--- src/hw/rtl/sode_pkg.sv ---
package sode_pkg;

    // Input tdata layout, lowest bit first.
    localparam int IN_DATA_W   = 312;
    localparam int ACK_LSB     = 0;
    localparam int CNT_LSB     = 32;
    localparam int CNT_W       = 3;
    localparam int ROOM_LSB    = 35;
    localparam int ROOM_W      = 16;
    localparam int EDGE_LSB    = 51;
    localparam int EDGE_W      = 32;
    localparam int CODE_W      = 40;

    typedef enum logic [2:0] {
        S_IDLE,
        S_SIZE,
        S_ROOM,
        S_ERR,
        S_HEAD,
        S_NEXT,
        S_LOAD,
        S_EMIT
    } step_t;

    typedef enum logic [2:0] {
        OP_NOP,
        OP_START,
        OP_SIZE,
        OP_REWIND,
        OP_LOAD,
        OP_SHIFT
    } op_t;

    typedef enum logic [1:0] {
        EMIT_NONE,
        EMIT_ERR,
        EMIT_HEAD,
        EMIT_DELTA
    } emit_t;

    typedef enum logic [2:0] {
        COND_ALWAYS,
        COND_IN,
        COND_DONE,
        COND_FIT,
        COND_OUT,
        COND_BYTE_END
    } cond_t;

    typedef struct packed {
        logic  in_ready;
        op_t   op;
        emit_t emit;
        cond_t cond;
        step_t jump;
        step_t other;
    } ucode_t;

    // Sequencer program: taken conditions go to jump, otherwise to other.
    function automatic ucode_t ucode(step_t s);
        ucode_t w;
        w = '{1'b0, OP_NOP, EMIT_NONE, COND_ALWAYS, S_IDLE, S_IDLE};
        case (s)
            S_IDLE: w = '{1'b1, OP_START,  EMIT_NONE,  COND_IN,       S_SIZE, S_IDLE};
            S_SIZE: w = '{1'b0, OP_SIZE,   EMIT_NONE,  COND_DONE,     S_ROOM, S_SIZE};
            S_ROOM: w = '{1'b0, OP_REWIND, EMIT_NONE,  COND_FIT,      S_HEAD, S_ERR};
            S_ERR:  w = '{1'b0, OP_NOP,    EMIT_ERR,   COND_OUT,      S_IDLE, S_ERR};
            S_HEAD: w = '{1'b0, OP_NOP,    EMIT_HEAD,  COND_OUT,      S_NEXT, S_HEAD};
            S_NEXT: w = '{1'b0, OP_NOP,    EMIT_NONE,  COND_DONE,     S_IDLE, S_LOAD};
            S_LOAD: w = '{1'b0, OP_LOAD,   EMIT_NONE,  COND_ALWAYS,   S_EMIT, S_EMIT};
            S_EMIT: w = '{1'b0, OP_SHIFT,  EMIT_DELTA, COND_BYTE_END, S_NEXT, S_EMIT};
            default: w = '{1'b0, OP_NOP, EMIT_NONE, COND_ALWAYS, S_IDLE, S_IDLE};
        endcase
        return w;
    endfunction

    // Number of bytes the variable-length code of a delta takes.
    function automatic logic [2:0] delta_len(logic [31:0] d);
        if (d < 32'h0000_8000)
            return 3'd2;
        else if (d < 32'h0040_0000)
            return 3'd3;
        else if (d < 32'h2000_0000)
            return 3'd4;
        else
            return 3'd5;
    endfunction

    // The code bytes, first byte in the top bits.
    function automatic logic [CODE_W-1:0] delta_code(logic [31:0] d);
        if (d < 32'h0000_8000)
            return {1'b0, d[14:0], 24'h0};
        else if (d < 32'h0040_0000)
            return {2'b10, d[21:0], 16'h0};
        else if (d < 32'h2000_0000)
            return {3'b110, d[28:0], 8'h0};
        else
            return {8'hff, d};
    endfunction

endpackage

--- src/hw/rtl/sack_option_delta_encoder_top.sv ---
// Channel  | Dir | Signals                  | Contents
// s_axis   | in  | tvalid tready tdata tuser| one SACK option
// m_axis   | out | tvalid tready tdata      | one encoded byte per item,
//          |     | tlast tuser              | tlast on the final byte
//
// An option with c blocks (an unchanged one counts as c = 0) shows its first item,
// the head, after the sizing steps and the room check. Each of the 2c deltas then
// passes through a load step, the steps for its code bytes and a next step, and one more
// step ends the option. rst_n clears the sequencer and the output valid at once.
// A stalled sink holds the output register and the step with a byte to send;
// the next option is taken while the final byte still waits in the register.
module sack_option_delta_encoder_top #(
    parameter int MAX_BLOCKS = 4
) (
    input  logic                           clk,
    input  logic                           rst_n,
    input  logic                           s_axis_tvalid,
    output logic                           s_axis_tready,
    // ack_ref[31:0], block_count[34:32], room_bytes[50:35],
    // start_0, end_0, start_1, end_1, start_2, end_2, start_3, end_3
    // (32 bits each from bit 51 up), zero padding [311:307]
    input  logic [sode_pkg::IN_DATA_W-1:0] s_axis_tdata,
    // unchanged
    input  logic                           s_axis_tuser,
    output logic                           m_axis_tvalid,
    input  logic                           m_axis_tready,
    // out_byte[7:0]
    output logic [7:0]                     m_axis_tdata,
    output logic                           m_axis_tlast,
    // no_room
    output logic                           m_axis_tuser
);

    localparam int EDGES = 2 * MAX_BLOCKS;
    localparam int KW    = $clog2(EDGES + 1);
    localparam int IW    = (EDGES > 1) ? $clog2(EDGES) : 1;
    localparam int LEN_W = $clog2(10 * MAX_BLOCKS + 2);

    sode_pkg::step_t   step_reg;
    sode_pkg::step_t   step_next;
    sode_pkg::ucode_t  uc;

    logic [31:0]                   ack_reg;
    logic [31:0]                   base_reg;
    logic [31:0]                   edge_reg [EDGES];
    logic [sode_pkg::CNT_W-1:0]    cnt_reg;
    logic                          same_reg;
    logic [sode_pkg::ROOM_W-1:0]   room_reg;
    logic [LEN_W-1:0]              len_reg;
    logic [KW-1:0]                 k_reg;
    logic [sode_pkg::CODE_W-1:0]   code_reg;
    logic [2:0]                    rem_reg;
    logic                          out_valid_reg;
    logic [7:0]                    out_data_reg;
    logic                          out_last_reg;
    logic                          out_user_reg;

    logic                          in_acc;
    logic [sode_pkg::CNT_W-1:0]    in_cnt;
    logic [sode_pkg::CNT_W-1:0]    in_cnt_sat;
    logic [KW-1:0]                 end_k;
    logic                          done;
    logic [31:0]                   cur_edge;
    logic [31:0]                   delta;
    logic                          out_free;
    logic                          fits;
    logic                          cond_hit;
    logic                          emit_fire;
    logic [7:0]                    emit_data;
    logic                          emit_last;
    logic                          emit_user;

    always_comb
    begin
        uc            = sode_pkg::ucode(step_reg);
        s_axis_tready = uc.in_ready;
        in_acc        = s_axis_tvalid && s_axis_tready;
        in_cnt        = s_axis_tdata[sode_pkg::CNT_LSB +: sode_pkg::CNT_W];
        in_cnt_sat    = (in_cnt > sode_pkg::CNT_W'(MAX_BLOCKS))
                        ? sode_pkg::CNT_W'(MAX_BLOCKS) : in_cnt;
        end_k         = KW'({cnt_reg, 1'b0});
        done          = same_reg || (k_reg == end_k);
        cur_edge      = edge_reg[k_reg[IW-1:0]];
        delta         = cur_edge - base_reg;
        out_free      = !out_valid_reg || m_axis_tready;
        fits          = (sode_pkg::ROOM_W'(len_reg) <= room_reg);

        case (uc.cond)
            sode_pkg::COND_ALWAYS:   cond_hit = 1'b1;
            sode_pkg::COND_IN:       cond_hit = in_acc;
            sode_pkg::COND_DONE:     cond_hit = done;
            sode_pkg::COND_FIT:      cond_hit = fits;
            sode_pkg::COND_OUT:      cond_hit = out_free;
            sode_pkg::COND_BYTE_END: cond_hit = out_free && (rem_reg == 3'd0);
            default:                 cond_hit = 1'b0;
        endcase
        step_next = cond_hit ? uc.jump : uc.other;

        emit_fire = (uc.emit != sode_pkg::EMIT_NONE) && out_free;
        case (uc.emit)
            sode_pkg::EMIT_ERR:
            begin
                emit_data = 8'h00;
                emit_last = 1'b1;
                emit_user = 1'b1;
            end
            sode_pkg::EMIT_HEAD:
            begin
                emit_data = same_reg ? 8'h00 : 8'(cnt_reg);
                emit_last = done;
                emit_user = 1'b0;
            end
            sode_pkg::EMIT_DELTA:
            begin
                emit_data = code_reg[sode_pkg::CODE_W-1 -: 8];
                emit_last = (rem_reg == 3'd0) && (k_reg == end_k);
                emit_user = 1'b0;
            end
            default:
            begin
                emit_data = 8'h00;
                emit_last = 1'b0;
                emit_user = 1'b0;
            end
        endcase
    end

    always_ff @(posedge clk or negedge rst_n)
    begin
        if (!rst_n)
        begin
            step_reg      <= sode_pkg::S_IDLE;
            out_valid_reg <= 1'b0;
            k_reg         <= '0;
            len_reg       <= '0;
            rem_reg       <= '0;
        end
        else
        begin
            step_reg <= step_next;
            if (emit_fire)
                out_valid_reg <= 1'b1;
            else if (m_axis_tready)
                out_valid_reg <= 1'b0;

            case (uc.op)
                sode_pkg::OP_START:
                begin
                    if (in_acc)
                    begin
                        k_reg   <= '0;
                        len_reg <= LEN_W'(1);
                    end
                end
                sode_pkg::OP_SIZE:
                begin
                    if (!done)
                    begin
                        k_reg   <= k_reg + KW'(1);
                        len_reg <= len_reg + LEN_W'(sode_pkg::delta_len(delta));
                    end
                end
                sode_pkg::OP_REWIND:
                begin
                    k_reg <= '0;
                end
                sode_pkg::OP_LOAD:
                begin
                    k_reg   <= k_reg + KW'(1);
                    rem_reg <= sode_pkg::delta_len(delta) - 3'd1;
                end
                sode_pkg::OP_SHIFT:
                begin
                    if (out_free && (rem_reg != 3'd0))
                        rem_reg <= rem_reg - 3'd1;
                end
                default:
                begin
                end
            endcase
        end
    end

    always_ff @(posedge clk)
    begin
        if (emit_fire)
        begin
            out_data_reg <= emit_data;
            out_last_reg <= emit_last;
            out_user_reg <= emit_user;
        end

        case (uc.op)
            sode_pkg::OP_START:
            begin
                if (in_acc)
                begin
                    ack_reg  <= s_axis_tdata[sode_pkg::ACK_LSB +: 32];
                    base_reg <= s_axis_tdata[sode_pkg::ACK_LSB +: 32];
                    cnt_reg  <= in_cnt_sat;
                    same_reg <= s_axis_tuser;
                    room_reg <= s_axis_tdata[sode_pkg::ROOM_LSB +: sode_pkg::ROOM_W];
                    for (int j = 0; j < EDGES; j++)
                    begin
                        edge_reg[j] <=
                            s_axis_tdata[sode_pkg::EDGE_LSB + sode_pkg::EDGE_W * j +: 32];
                    end
                end
            end
            sode_pkg::OP_SIZE:
            begin
                if (!done)
                    base_reg <= cur_edge;
            end
            sode_pkg::OP_REWIND:
            begin
                base_reg <= ack_reg;
            end
            sode_pkg::OP_LOAD:
            begin
                base_reg <= cur_edge;
                code_reg <= sode_pkg::delta_code(delta);
            end
            sode_pkg::OP_SHIFT:
            begin
                if (out_free)
                    code_reg <= code_reg << 8;
            end
            default:
            begin
            end
        endcase
    end

    assign m_axis_tvalid = out_valid_reg;
    assign m_axis_tdata  = out_data_reg;
    assign m_axis_tlast  = out_last_reg;
    assign m_axis_tuser  = out_user_reg;

    // An accepted option keeps the input closed until its encoding is done.
    a_one_option: assert property (@(posedge clk) disable iff (!rst_n)
        in_acc |=> !s_axis_tready)
        else $error("input reopened right after an option was taken");

    // The block index never runs past the number of edges in the option.
    a_index_range: assert property (@(posedge clk) disable iff (!rst_n)
        step_reg != sode_pkg::S_IDLE |-> k_reg <= end_k)
        else $error("block index ran past the option");

    // Bytes are only started once the total length is known to fit.
    a_fit_head: assert property (@(posedge clk) disable iff (!rst_n)
        step_reg == sode_pkg::S_HEAD |-> fits)
        else $error("encoding started although it does not fit");

endmodule
--- config.mk ---
export PLATFORM = sky130hd
export DESIGN_NAME = sack_option_delta_encoder_top
export DESIGN_NICKNAME = d
export VERILOG_FILES = /design/src/hw/rtl/sode_pkg.sv /design/src/hw/rtl/sack_option_delta_encoder_top.sv
export SDC_FILE = /design/constraint.sdc
export NUM_CORES = 1
export LEC_CHECK = 0
export ABC_CLOCK_PERIOD_IN_PS = 27400
export BUFFER_PORTS_ARGS = -buffer_cell sky130_fd_sc_hd__clkbuf_2
export CORE_MARGIN = 2
export CORE_UTILIZATION = 30
export CTS_CLUSTER_SIZE = 16
export DETAILED_ROUTE_END_ITERATION = 6
export PLACE_DENSITY_LB_ADDON = 0.1
export RECOVER_POWER = 25
export SLEW_MARGIN = 20
export SYNTH_ARGS = -nofsm -noshare
export SYNTH_HDL_FRONTEND = slang
export SYNTH_SLANG_ARGS = --single-unit
--- constraint.sdc ---
create_clock -name clk -period 27.4 [get_ports clk]
set_clock_uncertainty 0.2 [all_clocks]
set_input_delay 1.37 -clock clk [delete_from_list [all_inputs] [get_ports clk]]
set_output_delay 1.37 -clock clk [all_outputs]
set_load 0.02 [all_outputs]
==> results.sh <==
export IMPL_status="completed"
export IMPL_synth_nets=1686
export IMPL_numCtsBuffers=48
export IMPL_ys_seq_area_share_pct=63.5
export IMPL_grt_pass1_wl_um=79500
export IMPL_rsz0062_at_grt="no"
export IMPL_cp_end_kind="flip-flop"
export IMPL_relSlewSlack_pct=29.1
export IMPL_grt_pass1_vias=12900
export IMPL_synthCells=1320
export IMPL_synth_area_per_cell_um2=14.5
export IMPL_initial_utilization_pct=30.3
export IMPL_drv_slew=0
export IMPL_min_period_ns=7.88
export IMPL_final_antenna_net_count=0
export IMPL_dieArea_um2=65800
export IMPL_tns_ns=0
export IMPL_async_reset_ff_share_pct=4.18
export IMPL_max_freq_ghz=0.127
export IMPL_finalPower_mw=2.82
export IMPL_post_route_period_util_pct=28.7
export IMPL_cts_root_buf="clkbuf_16"
export IMPL_r2r_start="k_reg[0]$_DFFE_PN0P_"
export IMPL_grt_antenna_before_repair=7
export IMPL_worstSkewPairLatency_ns=0.59
export IMPL_mostFrequentLayoutCell="edfxtp_1"
export IMPL_final_util_pct=36.7
export IMPL_pre_cts_slack_ns=19.36
export IMPL_gp_congestion=0.803
export IMPL_cts_num_sinks=407
export IMPL_core_um2=63100
export IMPL_htreeDepth=2
export IMPL_crit_type="flip-flop to flip-flop"
export IMPL_wl_per_cell_um=20.6
export IMPL_cts_resized=0
export IMPL_ys_flop_type="edfxtp_1"
export IMPL_ff2ff_path_depth=22
export IMPL_io_buffer_count=323
export IMPL_regArea_um2=12100
export IMPL_fin_cells=2525
export IMPL_hold_start="code_reg[4]$_SDFFCE_PP0P_"
export IMPL_yosysWarnings=0
export IMPL_viasPerCell=4.83
export IMPL_synth_edf_count=390
export IMPL_cp_arrival_ns=8.17
export IMPL_areaGrowthSynthToFinish_pct=21.1
export IMPL_post_cts_setup_buffers=0
export IMPL_clk_pin_slew_ns=0.06
export IMPL_synth_cell_types=79
export IMPL_drive_gt1_share_pct=31.3
export IMPL_drtIter0Drc=892
export IMPL_fillCellCount=6195
export IMPL_worst_setup_path_start_kind="flip-flop"
export IMPL_setup_viol_count_final=0
export IMPL_largest_register_ffs=256
export IMPL_most_common_layout_cells="edfxtp_1, clkbuf_2, o21ai_0, nand2_1, nor2_1"
export IMPL_power_density_nw_per_um2=122
export IMPL_drc=0
export IMPL_via_count=12200
export IMPL_maxCapViolCount=0
export IMPL_ios=329
export IMPL_drt_wl_total_um=52000
export IMPL_crit_start="k_reg[0]$_DFFE_PN0P_"
export IMPL_ys_ff_latch=407
export IMPL_dp_cells=2436
export IMPL_worstHoldPathCells=2
export IMPL_hp_class="flip-flop to flip-flop"
export IMPL_cts_buffer_depth=3
export IMPL_tightestPinTransition_ns=1.06
export IMPL_dr_pass1_iters=5
export IMPL_grt_use_total_pct=15.8
export IMPL_grt_ovfl_total=0
export IMPL_ir_drop_mv=0.0478
export IMPL_die_w_um=256
export IMPL_timing_rr_end="len_reg[4]$_DFFE_PN0P_"
export IMPL_hold_buffers=0
export IMPL_p_leak_nw=8.41
export IMPL_dp_hpwl_um=37000
export IMPL_holdPathEnd="code_reg[12]$_DFFE_PP_"
export IMPL_num_rows=92
export IMPL_die_h_um=256
export IMPL_grt_max_degree=78
export IMPL_ff2ff_setup_slack_ns=19.52
export IMPL_multi_input_area_um2=6490
export IMPL_post_route_worst_setup_slack_ns=19.52
export IMPL_cp_data_required_time_ns=27.70
export IMPL_path_max_fanout=38
export IMPL_hold_viol=0
export IMPL_syn_area_um2=19100
export IMPL_fin_nets=2006
export IMPL_cts_tree="built"
==> synth_stat cells, drive strengths merged (17+ instances only) <==
cell type  instances  area share (%)
a21oi             68             1.8
a22oi             33             1.3
buf               33            0.90
clkbuf            37            0.73
dfrtp             17             2.2
edfxtp           390              61
ha                47             3.1
inv               54             1.1
mux2              33             1.9
mux2i             42             2.2
mux4              65             7.7
nand2             79             1.6
nor2              78             1.5
o21ai             94             2.5
xnor2             18            0.82
==> per-stage QoR <==
stage	instance area, µm²	hold WS, ns
after global placement	21600	0.307
after CTS	23200	0.327
final	23200	0.319
after global routing	23200	0.351
after floorplan	19100	0.276
after detailed placement	21600	0.320
==> worst max path at each step <==
stage | endpoint | slack (ns) | cells past startpoint
after global routing | len_reg[4]$_DFFE_PN0P_ | 18.83 | 22
after floorplan | ack_reg[0]$_DFFE_PP_ | 3.53 | 2
after detailed placement | len_reg[4]$_DFFE_PN0P_ | 19.36 | 22
after global placement | len_reg[4]$_DFFE_PN0P_ | 19.39 | 22
after CTS | len_reg[4]$_DFFE_PN0P_ | 19.35 | 22
final | len_reg[4]$_DFFE_PN0P_ | 19.52 | 22
==> routing by layer <==
| layer | track usage [%] | wire, µm |
|---|---|---|
| met1 | 19.8 | 22000 |
| met2 | 27.4 | 26000 |
| met3 | 3.79 | 2780 |
| met4 | 3.88 | 1110 |
| met5 | 0 | 75 |
==> cell families (layout without fill, tap and decap cells) <==
| kind of cell | count (synthesis) | after routing | share of synthesized area [%] |
|---|---|---|---|
| mux | 140 | 140 | 11.8 |
| compound gates | 304 | 304 | 10.4 |
| xor+xnor | 33 | 33 | 1.59 |
| other cells | 0 | 1 | 0 |
| simple gates | 262 | 262 | 6.73 |
| buf+inv | 125 | 483 | 2.71 |
| fa+ha+maj | 49 | 49 | 3.29 |
| flops | 407 | 407 | 63.5 |
==> area by class of cell <==
type | count | share of cell area (%)
Multi-Input combinational cell | 788 | 28.0
Tap cell | 846 | 4.57
Clock inverter | 23 | 0.849
Inverter | 55 | 0.892
Timing Repair Buffer | 340 | 7.51
Sequential cell | 407 | 52.5
Antenna cell | 1 | 0.0108
Clock buffer | 65 | 5.69
==> critical path, cell delays in order, from the launching register on <==
cell and delay, ns:
dfrtp_4 0.88, buf_4 0.75, mux4_2 0.61, mux2i_1 0.28
ha_1 0.23, inv_1 0.05, fa_1 0.42, a211oi_1 0.47
o21ai_1 0.25, a21oi_1 0.38, nor4_2 0.12, or3_1 0.40
a32oi_1 0.31, nand4_4 0.22, nand2b_4 0.34, o21ai_1 0.37
ha_1 0.24, inv_1 0.06, fa_1 0.38, nor2b_1 0.15
o21ai_0 0.10, or3_1 0.31, a21oi_1 0.14
==> power breakdown <==
| part | switching, mW | internal [mW] |
|---|---|---|
| registers | 0.0481 | 0.887 |
| logic | 0.802 | 0.466 |
| clock network | 0.257 | 0.364 |
No activity file was read; power rests on OpenSTA's default activity.
